==> config.mk <==
export PLATFORM = sky130hd
export DESIGN_NAME = radix_digits_to_decimal
export DESIGN_NICKNAME = d
export VERILOG_FILES = /design/src/rtl/rdd_pkg.sv /design/src/rtl/rdd_ctrl.sv /design/src/rtl/rdd_dpath.sv /design/src/rtl/radix_digits_to_decimal.sv
export SDC_FILE = /design/constraint.sdc
export NUM_CORES = 2
export LEC_CHECK = 0
export BUFFER_PORTS_ARGS = -buffer_cell sky130_fd_sc_hd__buf_2
export CAP_MARGIN = 0
export CORE_UTILIZATION = 50
export CTS_BUF_LIST = sky130_fd_sc_hd__clkbuf_2
export DETAILED_ROUTE_END_ITERATION = 8
export GPL_ROUTABILITY_DRIVEN = 0
export PLACE_DENSITY = 0.66
export SLEW_MARGIN = 20
export SYNTH_ARGS = -nofsm -noshare
export SYNTH_HDL_FRONTEND = slang
export SYNTH_SLANG_ARGS = --single-unit
==> constraint.sdc <==
create_clock -name clk -period 16.8 [get_ports clk]
set_input_delay 3.36 -clock clk [delete_from_list [all_inputs] [get_ports clk]]
set_output_delay 3.36 -clock clk [all_outputs]
set_load 0.005 [all_outputs]
==> src/rtl/rdd_pkg.sv <==
package rdd_pkg;

    localparam int VALUE_WIDTH_DEF = 32;
    localparam int DIGIT_DEPTH_DEF = 32;

    localparam int IN_W     = 32;
    localparam int RADIX_W  = 4;
    localparam int DIGIT_W  = 4;
    localparam int RESULT_W = 64;
    localparam int COUNT_W  = 6;

    localparam logic [RADIX_W-1:0] RADIX_MIN   = 4'd2;
    localparam logic [RADIX_W-1:0] RADIX_MAX   = 4'd9;
    localparam logic [RADIX_W-1:0] RADIX_RESET = 4'd2;

    typedef enum logic [2:0] {
        ST_IDLE,
        ST_DIV_MUL,
        ST_DIV_FIX,
        ST_RD_TOP,
        ST_POP,
        ST_FINISH
    } state_t;

    typedef struct packed {
        logic load;
        logic div_mul;
        logic div_fix;
        logic rd_top;
        logic pop;
        logic finish;
    } cmd_t;

    typedef struct packed {
        logic mag_zero;
        logic stack_full;
        logic cnt_zero;
        logic pop_last;
        logic out_hold;
    } stat_t;

endpackage

==> src/rtl/rdd_ctrl.sv <==
module rdd_ctrl
    import rdd_pkg::*;
(
    input  logic  clk,
    input  logic  rst_n,
    input  logic  in_valid,
    input  stat_t stat,
    output logic  in_stall,
    output cmd_t  cmd
);

    state_t state_reg;
    state_t state_next;

    always_ff @(posedge clk or negedge rst_n)
    begin
        if (!rst_n)
        begin
            state_reg <= ST_IDLE;
        end
        else
        begin
            state_reg <= state_next;
        end
    end

    always_comb
    begin
        state_next = state_reg;
        case (state_reg)
            ST_IDLE:
            begin
                if (in_valid)
                begin
                    state_next = ST_DIV_MUL;
                end
            end
            ST_DIV_MUL:
            begin
                if (stat.mag_zero || stat.stack_full)
                begin
                    state_next = stat.cnt_zero ? ST_FINISH : ST_RD_TOP;
                end
                else
                begin
                    state_next = ST_DIV_FIX;
                end
            end
            ST_DIV_FIX:
            begin
                state_next = ST_DIV_MUL;
            end
            ST_RD_TOP:
            begin
                state_next = ST_POP;
            end
            ST_POP:
            begin
                if (stat.pop_last)
                begin
                    state_next = ST_FINISH;
                end
            end
            ST_FINISH:
            begin
                if (!stat.out_hold)
                begin
                    state_next = ST_IDLE;
                end
            end
            default:
            begin
                state_next = ST_IDLE;
            end
        endcase
    end

    always_comb
    begin
        cmd      = '0;
        in_stall = 1'b1;
        case (state_reg)
            ST_IDLE:
            begin
                in_stall = 1'b0;
                cmd.load = in_valid;
            end
            ST_DIV_MUL:
            begin
                cmd.div_mul = !(stat.mag_zero || stat.stack_full);
            end
            ST_DIV_FIX:
            begin
                cmd.div_fix = 1'b1;
            end
            ST_RD_TOP:
            begin
                cmd.rd_top = 1'b1;
            end
            ST_POP:
            begin
                cmd.pop = 1'b1;
            end
            ST_FINISH:
            begin
                cmd.finish = !stat.out_hold;
            end
            default:
            begin
                cmd = '0;
            end
        endcase
    end

endmodule

==> src/rtl/rdd_dpath.sv <==
module rdd_dpath
    import rdd_pkg::*;
#(
    parameter int VALUE_WIDTH = VALUE_WIDTH_DEF,
    parameter int DIGIT_DEPTH = DIGIT_DEPTH_DEF
)
(
    input  logic                       clk,
    input  logic                       rst_n,
    input  cmd_t                       cmd,
    output stat_t                      stat,
    input  logic [IN_W-1:0]            value_in,
    input  logic                       cfg_we,
    input  logic [RADIX_W-1:0]         cfg_wdata,
    input  logic                       out_stall,
    output logic                       out_valid,
    output logic signed [RESULT_W-1:0] decimal_spelled,
    output logic [COUNT_W-1:0]         digit_count,
    output logic                       overflow
);

    localparam int IW    = (DIGIT_DEPTH > 1) ? $clog2(DIGIT_DEPTH) : 1;
    localparam int CW    = $clog2(DIGIT_DEPTH + 1);
    localparam int REM_W = RADIX_W + 1;
    localparam int QD_W  = VALUE_WIDTH + RADIX_W;
    localparam int ACC_W = RESULT_W + 4;

    // floor(2^VALUE_WIDTH / d): the quotient estimate is low by at most one
    localparam logic [63:0] SCALE = 64'd1 << VALUE_WIDTH;
    localparam logic [VALUE_WIDTH-1:0] RECIP_2 = VALUE_WIDTH'(SCALE / 64'd2);
    localparam logic [VALUE_WIDTH-1:0] RECIP_3 = VALUE_WIDTH'(SCALE / 64'd3);
    localparam logic [VALUE_WIDTH-1:0] RECIP_4 = VALUE_WIDTH'(SCALE / 64'd4);
    localparam logic [VALUE_WIDTH-1:0] RECIP_5 = VALUE_WIDTH'(SCALE / 64'd5);
    localparam logic [VALUE_WIDTH-1:0] RECIP_6 = VALUE_WIDTH'(SCALE / 64'd6);
    localparam logic [VALUE_WIDTH-1:0] RECIP_7 = VALUE_WIDTH'(SCALE / 64'd7);
    localparam logic [VALUE_WIDTH-1:0] RECIP_8 = VALUE_WIDTH'(SCALE / 64'd8);
    localparam logic [VALUE_WIDTH-1:0] RECIP_9 = VALUE_WIDTH'(SCALE / 64'd9);

    logic [DIGIT_W-1:0] stack_mem [DIGIT_DEPTH];

    logic [RADIX_W-1:0]     radix_reg;
    logic [VALUE_WIDTH-1:0] mag_reg;
    logic                   neg_reg;
    logic [VALUE_WIDTH-1:0] quot_reg;
    logic [CW-1:0]          cnt_reg;
    logic [IW-1:0]          pop_ptr_reg;
    logic [DIGIT_W-1:0]     rd_data_reg;
    logic [RESULT_W-1:0]    acc_reg;
    logic                   big_reg;
    logic                   out_valid_reg;
    logic [RESULT_W-1:0]    out_dec_reg;
    logic [COUNT_W-1:0]     out_cnt_reg;
    logic                   out_ovf_reg;

    logic [RADIX_W-1:0]       base;
    logic [VALUE_WIDTH-1:0]   recip;
    logic [VALUE_WIDTH-1:0]   in_v;
    logic [VALUE_WIDTH-1:0]   in_mag;
    logic [2*VALUE_WIDTH-1:0] product;
    logic [QD_W-1:0]          qd;
    logic [REM_W-1:0]         rem_raw;
    logic                     rem_fix;
    logic [DIGIT_W-1:0]       digit;
    logic [VALUE_WIDTH-1:0]   quot;
    logic [ACC_W-1:0]         acc_ext;
    logic [ACC_W-1:0]         acc_mac;
    logic [IW-1:0]            rd_addr;
    logic                     acc_ovf;

    // out-of-range codes act as the nearest legal base
    always_comb
    begin
        if (radix_reg < RADIX_MIN)
        begin
            base = RADIX_MIN;
        end
        else if (radix_reg > RADIX_MAX)
        begin
            base = RADIX_MAX;
        end
        else
        begin
            base = radix_reg;
        end
    end

    always_comb
    begin
        case (base)
            4'd2:    recip = RECIP_2;
            4'd3:    recip = RECIP_3;
            4'd4:    recip = RECIP_4;
            4'd5:    recip = RECIP_5;
            4'd6:    recip = RECIP_6;
            4'd7:    recip = RECIP_7;
            4'd8:    recip = RECIP_8;
            4'd9:    recip = RECIP_9;
            default: recip = RECIP_2;
        endcase
    end

    assign in_v   = value_in[VALUE_WIDTH-1:0];
    assign in_mag = in_v[VALUE_WIDTH-1] ? (~in_v + 1'b1) : in_v;

    assign product = (2*VALUE_WIDTH)'(mag_reg) * (2*VALUE_WIDTH)'(recip);

    // remainder is below twice the base, so its low bits are enough
    assign qd      = QD_W'(quot_reg) * QD_W'(base);
    assign rem_raw = mag_reg[REM_W-1:0] - qd[REM_W-1:0];
    assign rem_fix = rem_raw >= {1'b0, base};
    assign digit   = rem_fix ? DIGIT_W'(rem_raw - {1'b0, base}) : DIGIT_W'(rem_raw);
    assign quot    = rem_fix ? (quot_reg + 1'b1) : quot_reg;

    // times ten as shift and add; the top bits catch unsigned wrap
    assign acc_ext = ACC_W'(acc_reg);
    assign acc_mac = (acc_ext << 3) + (acc_ext << 1) + ACC_W'(rd_data_reg);

    assign rd_addr = cmd.rd_top ? IW'(cnt_reg - 1'b1) : (pop_ptr_reg - 1'b1);

    assign acc_ovf = big_reg || (neg_reg ? (acc_reg[RESULT_W-1] && |acc_reg[RESULT_W-2:0])
                                         : acc_reg[RESULT_W-1]);

    always_ff @(posedge clk or negedge rst_n)
    begin
        if (!rst_n)
        begin
            radix_reg <= RADIX_RESET;
        end
        else if (cfg_we)
        begin
            radix_reg <= cfg_wdata;
        end
    end

    always_ff @(posedge clk)
    begin
        if (cmd.div_fix)
        begin
            stack_mem[cnt_reg[IW-1:0]] <= digit;
        end
        if (cmd.rd_top || cmd.pop)
        begin
            rd_data_reg <= stack_mem[rd_addr];
        end
    end

    always_ff @(posedge clk)
    begin
        if (cmd.load)
        begin
            mag_reg <= in_mag;
            neg_reg <= in_v[VALUE_WIDTH-1];
            cnt_reg <= '0;
            acc_reg <= '0;
            big_reg <= 1'b0;
        end
        if (cmd.div_mul)
        begin
            quot_reg <= product[2*VALUE_WIDTH-1:VALUE_WIDTH];
        end
        if (cmd.div_fix)
        begin
            mag_reg <= quot;
            cnt_reg <= cnt_reg + 1'b1;
        end
        if (cmd.rd_top)
        begin
            pop_ptr_reg <= IW'(cnt_reg - 1'b1);
        end
        if (cmd.pop)
        begin
            acc_reg     <= acc_mac[RESULT_W-1:0];
            big_reg     <= big_reg || (|acc_mac[ACC_W-1:RESULT_W]);
            pop_ptr_reg <= pop_ptr_reg - 1'b1;
        end
        if (cmd.finish)
        begin
            out_dec_reg <= neg_reg ? (~acc_reg + 1'b1) : acc_reg;
            out_cnt_reg <= COUNT_W'(cnt_reg);
            out_ovf_reg <= acc_ovf;
        end
    end

    always_ff @(posedge clk or negedge rst_n)
    begin
        if (!rst_n)
        begin
            out_valid_reg <= 1'b0;
        end
        else if (cmd.finish)
        begin
            out_valid_reg <= 1'b1;
        end
        else if (!out_stall)
        begin
            out_valid_reg <= 1'b0;
        end
    end

    assign stat.mag_zero   = mag_reg == '0;
    assign stat.stack_full = cnt_reg == CW'(DIGIT_DEPTH);
    assign stat.cnt_zero   = cnt_reg == '0;
    assign stat.pop_last   = pop_ptr_reg == '0;
    assign stat.out_hold   = out_valid_reg && out_stall;

    assign out_valid       = out_valid_reg;
    assign decimal_spelled = out_dec_reg;
    assign digit_count     = out_cnt_reg;
    assign overflow        = out_ovf_reg;

endmodule

==> src/rtl/radix_digits_to_decimal.sv <==
// Converts a signed integer to base 2..9 and returns a number whose decimal digits spell
// that representation (negated for a negative input), with the digit count and a flag for
// results outside the signed 64-bit range. One item is worked at a time: each digit
// is found by a registered reciprocal multiply, then a remainder correction and a push
// onto the digit stack; the digits are then read from the top of the stack, popped and
// accumulated times ten, and the result is loaded into the output register.
// The next item is taken while the previous result still waits in the output register.
// The radix register may be written only while no item is in flight.
module radix_digits_to_decimal
    import rdd_pkg::*;
#(
    parameter int VALUE_WIDTH = VALUE_WIDTH_DEF,
    parameter int DIGIT_DEPTH = DIGIT_DEPTH_DEF
)
(
    input  logic                       clk,
    input  logic                       rst_n,
    input  logic                       cfg_we,
    input  logic [RADIX_W-1:0]         cfg_wdata,
    input  logic                       in_valid,
    output logic                       in_stall,
    input  logic signed [IN_W-1:0]     value_in,
    output logic                       out_valid,
    input  logic                       out_stall,
    output logic signed [RESULT_W-1:0] decimal_spelled,
    output logic [COUNT_W-1:0]         digit_count,
    output logic                       overflow
);

    cmd_t  cmd;
    stat_t stat;

    rdd_ctrl u_ctrl (
        .clk      (clk),
        .rst_n    (rst_n),
        .in_valid (in_valid),
        .stat     (stat),
        .in_stall (in_stall),
        .cmd      (cmd)
    );

    rdd_dpath #(
        .VALUE_WIDTH (VALUE_WIDTH),
        .DIGIT_DEPTH (DIGIT_DEPTH)
    ) u_dpath (
        .clk             (clk),
        .rst_n           (rst_n),
        .cmd             (cmd),
        .stat            (stat),
        .value_in        (value_in),
        .cfg_we          (cfg_we),
        .cfg_wdata       (cfg_wdata),
        .out_stall       (out_stall),
        .out_valid       (out_valid),
        .decimal_spelled (decimal_spelled),
        .digit_count     (digit_count),
        .overflow        (overflow)
    );

endmodule
Word-level counts from Yosys, hierarchy flattened
Memories as Yosys holds them, arrays and structs flattened. A register that Yosys moved wholly into a read port is not among the register bits.
Cells that the tools add are included.
{ "op_classes": {"reduce_logical": 18, "n_eq_ne": 10, "bitwise_logic": 2, "n_mux": 35, "order_cmp": 3, "mul": 2, "n_addsub": 10} }
{ "ops": {"columns": ["op", "n"], "rows": [
  ["64-bit 2-to-1 mux", 3],
  ["32-bit 2-to-1 mux", 4],
  ["67-bit by 65-bit adder with 68-bit output", 1],
  ["68-bit by 4-bit adder with 68-bit output", 1],
  ["32-bit by 1-bit adder with 32-bit output, second input constant", 2],
  ["64-bit by 1-bit adder with 64-bit output, second input constant", 1],
  ["32-bit by 32-bit multiplier with 64-bit output", 1],
  ["64-bit NOT", 1],
  ["63-bit OR reduction", 1],
  ["32-bit logical NOT", 1],
  ["32-bit by 4-bit multiplier with 5-bit output", 1],
  ["32-bit NOT", 1],
  ["3-bit one-hot mux with 6 select lines", 1],
  ["3-bit 2-to-1 mux", 5],
  ["5-bit 2-to-1 mux", 3],
  ["1-bit 2-to-1 mux", 14],
  ["4-bit 2-to-1 mux", 3],
  ["6-bit 2-to-1 mux", 2],
  ["5-bit by 1-bit subtractor with 5-bit output, second input constant", 2],
  ["6-bit by 1-bit adder with 6-bit output, second input constant", 1],
  ["3-bit by 2-bit == test with 1-bit output, second input constant", 2],
  ["3-bit == test, second input constant", 2],
  ["6-bit == test, second input constant", 1],
  ["6-bit logical NOT", 1],
  ["other kinds (16)", 25]
]} }
{ "totals": {"ff_bits": 220, "n_memories": 2, "ram_bits": 128, "out_inout_bits": 73, "word_cells": 95, "mem_bits_ro": 512, "in_bits": 41} }
{ "memory_table": {"columns": ["name", "depth", "width", "read_ports", "rd_clocked_by_memory_dff", "wr", "line", "rtl"], "rows": [
  ["(name not given)", 16, 32, 1, 0, 0, "rdd_dpath.sv:89", "case (base)"],
  ["u_dpath.stack_mem", 32, 4, 1, 1, 1, "rdd_dpath.sv:39", "logic [DIGIT_W-1:0] stack_mem [DIGIT_DEPTH];"]
]} }

Longest topological paths before layout
{ "logic_depth": {"ltp_word": 8, "ltp_mapped": 37} }

Hierarchy
Synthesis repeated with hierarchy kept, for this count alone.
{ "unflattened": {"cells_unflattened": 4465, "area_unflattened_um2": 46490.8} }
{ "modules_own_cells": {"columns": ["module", "seq_area_each_um2", "n_inst", "cells_each", "area_each_um2"], "rows": [
  ["rdd_dpath", 10456.3, 1, 4439, 46269.4],
  ["rdd_ctrl", 75.1, 1, 26, 221.5]
]} }

Worst setup path after synthesis
OpenSTA, ideal clock, no wires.
{ "synth_path": {"path_type": "reg-to-reg", "startpoint": "register u_dpath.radix_reg[1]", "endpoint": "register u_dpath.quot_reg[25], data pin", "t_required_ns": 16.541, "arrival_ns": 9.276, "setup_slack_ns": 7.265, "stages_incl_launch_ff": 36, "setup_ns": 0.259, "path_buffers": 2, "path_cell_list": "dfstp_2 > clkbuf_1 > inv_1 > a21oi_1 > ha_1 > inv_1 > nor3_1 > nand2b_1 > a21o_1 > clkbuf_1 > nand2_1 > fa_1 > inv_1 > fa_1 > fa_1 > inv_1 > fa_1 > inv_1 > fa_1 > inv_1 > fa_1 > inv_1 > fa_1 > inv_1 > fa_1 > inv_1 > ha_1 > a21oi_1 > o211ai_1 > nor3_1 > a311oi_1 > or4b_1 > and3_1 > or2_2 > a31o_2 > xor2_1"} }
{ "synth_via": {"elab_chain_len": 5} }
{ "synth_rtl": {"columns": ["element", "line", "rtl"], "rows": [
  ["from (decl)", "rdd_dpath.sv:41", "logic [RADIX_W-1:0] radix_reg;"],
  ["from (signal assigned)", "rdd_dpath.sv:131", "radix_reg <= cfg_wdata;"],
  ["4-bit > comparator", "rdd_dpath.sv:77", "else if (radix_reg > RADIX_MAX)"],
  ["4-bit 2-to-1 mux", "rdd_dpath.sv:77", null],
  ["4-bit 2-to-1 mux (*)", "rdd_dpath.sv:73", "if (radix_reg < RADIX_MIN)"],
  ["memory read 16 x 32 bit (*)", null, null],
  ["32-bit by 32-bit multiplier with 64-bit output (*)", "rdd_dpath.sv:105", "assign product = (2*VALUE_WIDTH)'(mag_reg) * (2*VALUE_WIDTH)'(recip);"],
  ["named net u_dpath.product[57]", "rdd_dpath.sv:59", "logic [2*VALUE_WIDTH-1:0] product;"],
  ["to (signal assigned)", "rdd_dpath.sv:159", "quot_reg <= product[2*VALUE_WIDTH-1:VALUE_WIDTH];"],
  ["to (decl)", "rdd_dpath.sv:44", "logic [VALUE_WIDTH-1:0] quot_reg;"]
]} }
The timed path passes the listed nets; every way through them passes the cells marked *.
A chain may end at the register's enable or synchronous reset.

Final worst setup path
{ "layout_path": {"startpoint": "register u_dpath.radix_reg[1]", "endpoint": "register u_dpath.quot_reg[31], data pin"} }
Same word-level chain as after synthesis.

==> results.md <==
- Die W: 309.4 um
- Area contributors post-synth: fa_1 (31%), edfxtp_1 (22%), ha_1 (11%)
- Nets@finish: 5981
- Drt total wl: 133.2 mm
- Layout Utilization: 53.41%
- Critical Path RT: 17.59 ns
- Netlist cell types: 84
- Area growth, synth to finish: 5.648%
- Crit Path Class: reg2reg
- Async S/R FF share, synth: 2.273%
- Tightest Pin Transition: 1.170 ns
- First DRT Iteration DRCs: 2911
- Synth warn: 0
- Total CTS buffers: 86
- Routed len/inst: 21.83 um
- Number of synthesized flops with an enable pin: 344
- Sink Count: 352
- Min-delay src: u_dpath.rd_data_reg[0]$_DFFE_PP_
- Rows: 112
- PortBufs: 113
- Die Ht: 309.4 um
- Finished layout cell area: 49920 um^2
- Final hold vios: 0
- Root Buffer: clkbuf_2
- Final setup TNS: 0 ns
- Crit path launch type: flip-flop
- Core area: 93470 um^2
- Vias: 34630
- I/O Pins: 114
- Drt first pass iters: 5
- CTS Buffer Depth: 3
- Slowest Stage Delay on Critical Path: 1.00 ns
- Fmax: 80.34 MHz
- Clk pin slew, worst setup/hold paths: 0.11 ns
- Hold path depth: 1
- Sequential fraction of the synthesis area: 22.29%
- Worst skew pair latency: 1.04 ns
- Placed cell areas: 49120 um^2
- WP buf/inv: 11
- Global-route wire length before repair: 207.6 mm
- Syn_area_per_cell: 10.01 um^2
- Layout cells sized above 1: 7.576%
- CTS-repair resized insts: 0
- Top-area cell type share of the netlist area: 31.23%
- CP Capture Type: flip-flop
- Mapped cell area: 47250 um^2
- Syn Nets: 5922
- Antenna violations before repair: 5
- CP max stage cell: dfstp_2
- Status: complete, no violations
- Fin Clk Skew: 0.07431 ns
- Grt ovf: 0
- RSZ-0062 raised after global routing: no
- R2R setup slack: 4.35 ns
- R2R Path Start: u_dpath.radix_reg[1]$_DFFE_PN1P_
- Max Cap Violations: 0
- Number of global-route vias before repair: 36250
- Final setup violating endpoints: 0
- CP Data Arrival Time: 13.23 ns
- H-tree Lvls: 3
- Top FF cell, synth: edfxtp_1
- Final period util: 74.09%
- Post-DP HPWL: 102.9 mm
- CP dominant cell by count: inv_1
- FF-to-FF path depth: 35
- Tmin final: 12.45 ns
- CTS tree: built
- CTS Hold Bufs: 0
- Reg2reg end: u_dpath.quot_reg[31]$_DFFE_PP_
- Slew Viols, Final: 0
- Hold Path End: u_dpath.acc_reg[0]$_SDFFCE_PN0P_
- Syn Inst Count: 4722
- Post-CTS setup buffer count: 0
- Vias per cell: 5.675
- Area leader, netlist: fa_1
- Critical path's top delay family: adder cells
- Slew margin rel.: 21.48%
- Hold Path Class: reg2reg
- DIE AREA: 95730 um^2
- Drc violations: 0
- Post-route ant nets: 0
- Max reg flops: 128
- Yosys reg bits: 352
- Initial core utilization: 50.55%
- Largest fanout on the critical path: 35
- Gr usage total: 28.65%
- Largest net degree at the start of global routing: 72
worst register-to-register path: cells and delay by family (launching register included):
family	cells	cell delay (ns)
AO/OA/AOI/OAI	6	2.40
XOR/XNOR	1	0.14
AND/OR/NAND/NOR	7	2.28
buffers and inverters	11	1.68
adder cells (fa/ha/maj)	10	4.72
flip-flops	1	1.00
worst max path at each step:
stage                                          start  slack [ns]  depth (start not counted)                              to
detailed placement  u_dpath.radix_reg[1]$_DFFE_PN1P_        4.70                         35  u_dpath.quot_reg[31]$_DFFE_PP_
global placement    u_dpath.radix_reg[1]$_DFFE_PN1P_        4.95                         35  u_dpath.quot_reg[31]$_DFFE_PP_
finish              u_dpath.radix_reg[1]$_DFFE_PN1P_        4.35                         35  u_dpath.quot_reg[31]$_DFFE_PP_
CTS                 u_dpath.radix_reg[1]$_DFFE_PN1P_        4.71                         35  u_dpath.quot_reg[31]$_DFFE_PP_
floorplan           u_dpath.radix_reg[1]$_DFFE_PN1P_        7.26                         35  u_dpath.quot_reg[25]$_DFFE_PP_
global route        u_dpath.radix_reg[1]$_DFFE_PN1P_        4.13                         35  u_dpath.quot_reg[31]$_DFFE_PP_
cell usage in the layout, fill, tap and decap left out, types with 37 or more instances in the layout:
master | synthesis | layout
fa_1 | 737 | 737
nand3_1 | 47 | 47
a31oi_1 | 37 | 37
and2_1 | 223 | 221
xor2_1 | 73 | 73
clkbuf_2 | 2 | 124
buf_4 | 1 | 41
edfxtp_1 | 344 | 344
o21ai_0 | 117 | 113
nand2_1 | 495 | 493
xnor2_1 | 166 | 166
a21o_1 | 86 | 82
buf_2 | 3 | 113
ha_1 | 422 | 422
inv_1 | 865 | 865
a21oi_1 | 179 | 177
a211oi_1 | 60 | 60
and3_1 | 74 | 74
nor2_1 | 192 | 190
nor3_1 | 48 | 46
synth_stat cells, types with 86 or more instances:
cell type	n
nor2_1	192
o21ai_0	117
inv_1	865
fa_1	737
nand2_1	495
and2_1	223
xnor2_1	166
a21o_1	86
a21oi_1	179
edfxtp_1	344
clkbuf_1	174
ha_1	422
area by class of cell:
type	count	area [um^2]
fillers	8483	43550
clock inverters	27	161.4
repair buffers	154	873.3
multi-input cells	3322	32910
diodes	4	10.01
flip-flops and latches	352	10530
clock buffers	124	620.6
inverters	865	3247
well taps	1254	1569
metal layers:
metal | track usage, % | vias to the layer above | share of wire (%)
li1 | - | 15570 | -
met1 | 38.15 | 17160 | 41
met2 | 46.40 | 1535 | 46
met3 | 5.431 | 364 | 8.6
met4 | 10.99 | 0 | 4.5
met5 | 0 | - | 0
through the flow:
| step | hold slack [ns] | setup slack [ns] | cells |
|---|---|---|---|
| floorplan | 0.4692 | 7.265 | 4722 |
| CTS | 0.5672 | 4.707 | 6098 |
| global placement | 0.5036 | 4.954 | 5947 |
| global route | 0.6199 | 4.125 | 6099 |
| finish | 0.5820 | 4.353 | 6102 |
| detailed placement | 0.5033 | 4.703 | 5947 |
kinds of logic (layout without fill, tap and decap cells):
family | after synthesis | in the layout | synth area share [%]
AND/OR/NAND/NOR | 1241 | 1241 | 12.90
adder cells (fa/ha/maj) | 1159 | 1159 | 42.40
buffers and inverters | 1048 | 1170 | 8.347
AO/OA/AOI/OAI | 669 | 669 | 9.311
flip-flops | 352 | 352 | 22.29
XOR/XNOR | 240 | 240 | 4.478
multiplexers | 13 | 13 | 0.2807
other | 0 | 4 | 0
Power is left out: the tool's default activity adds up to more than one toggle a clock period on the data nets, which glitch-free logic cannot reach.
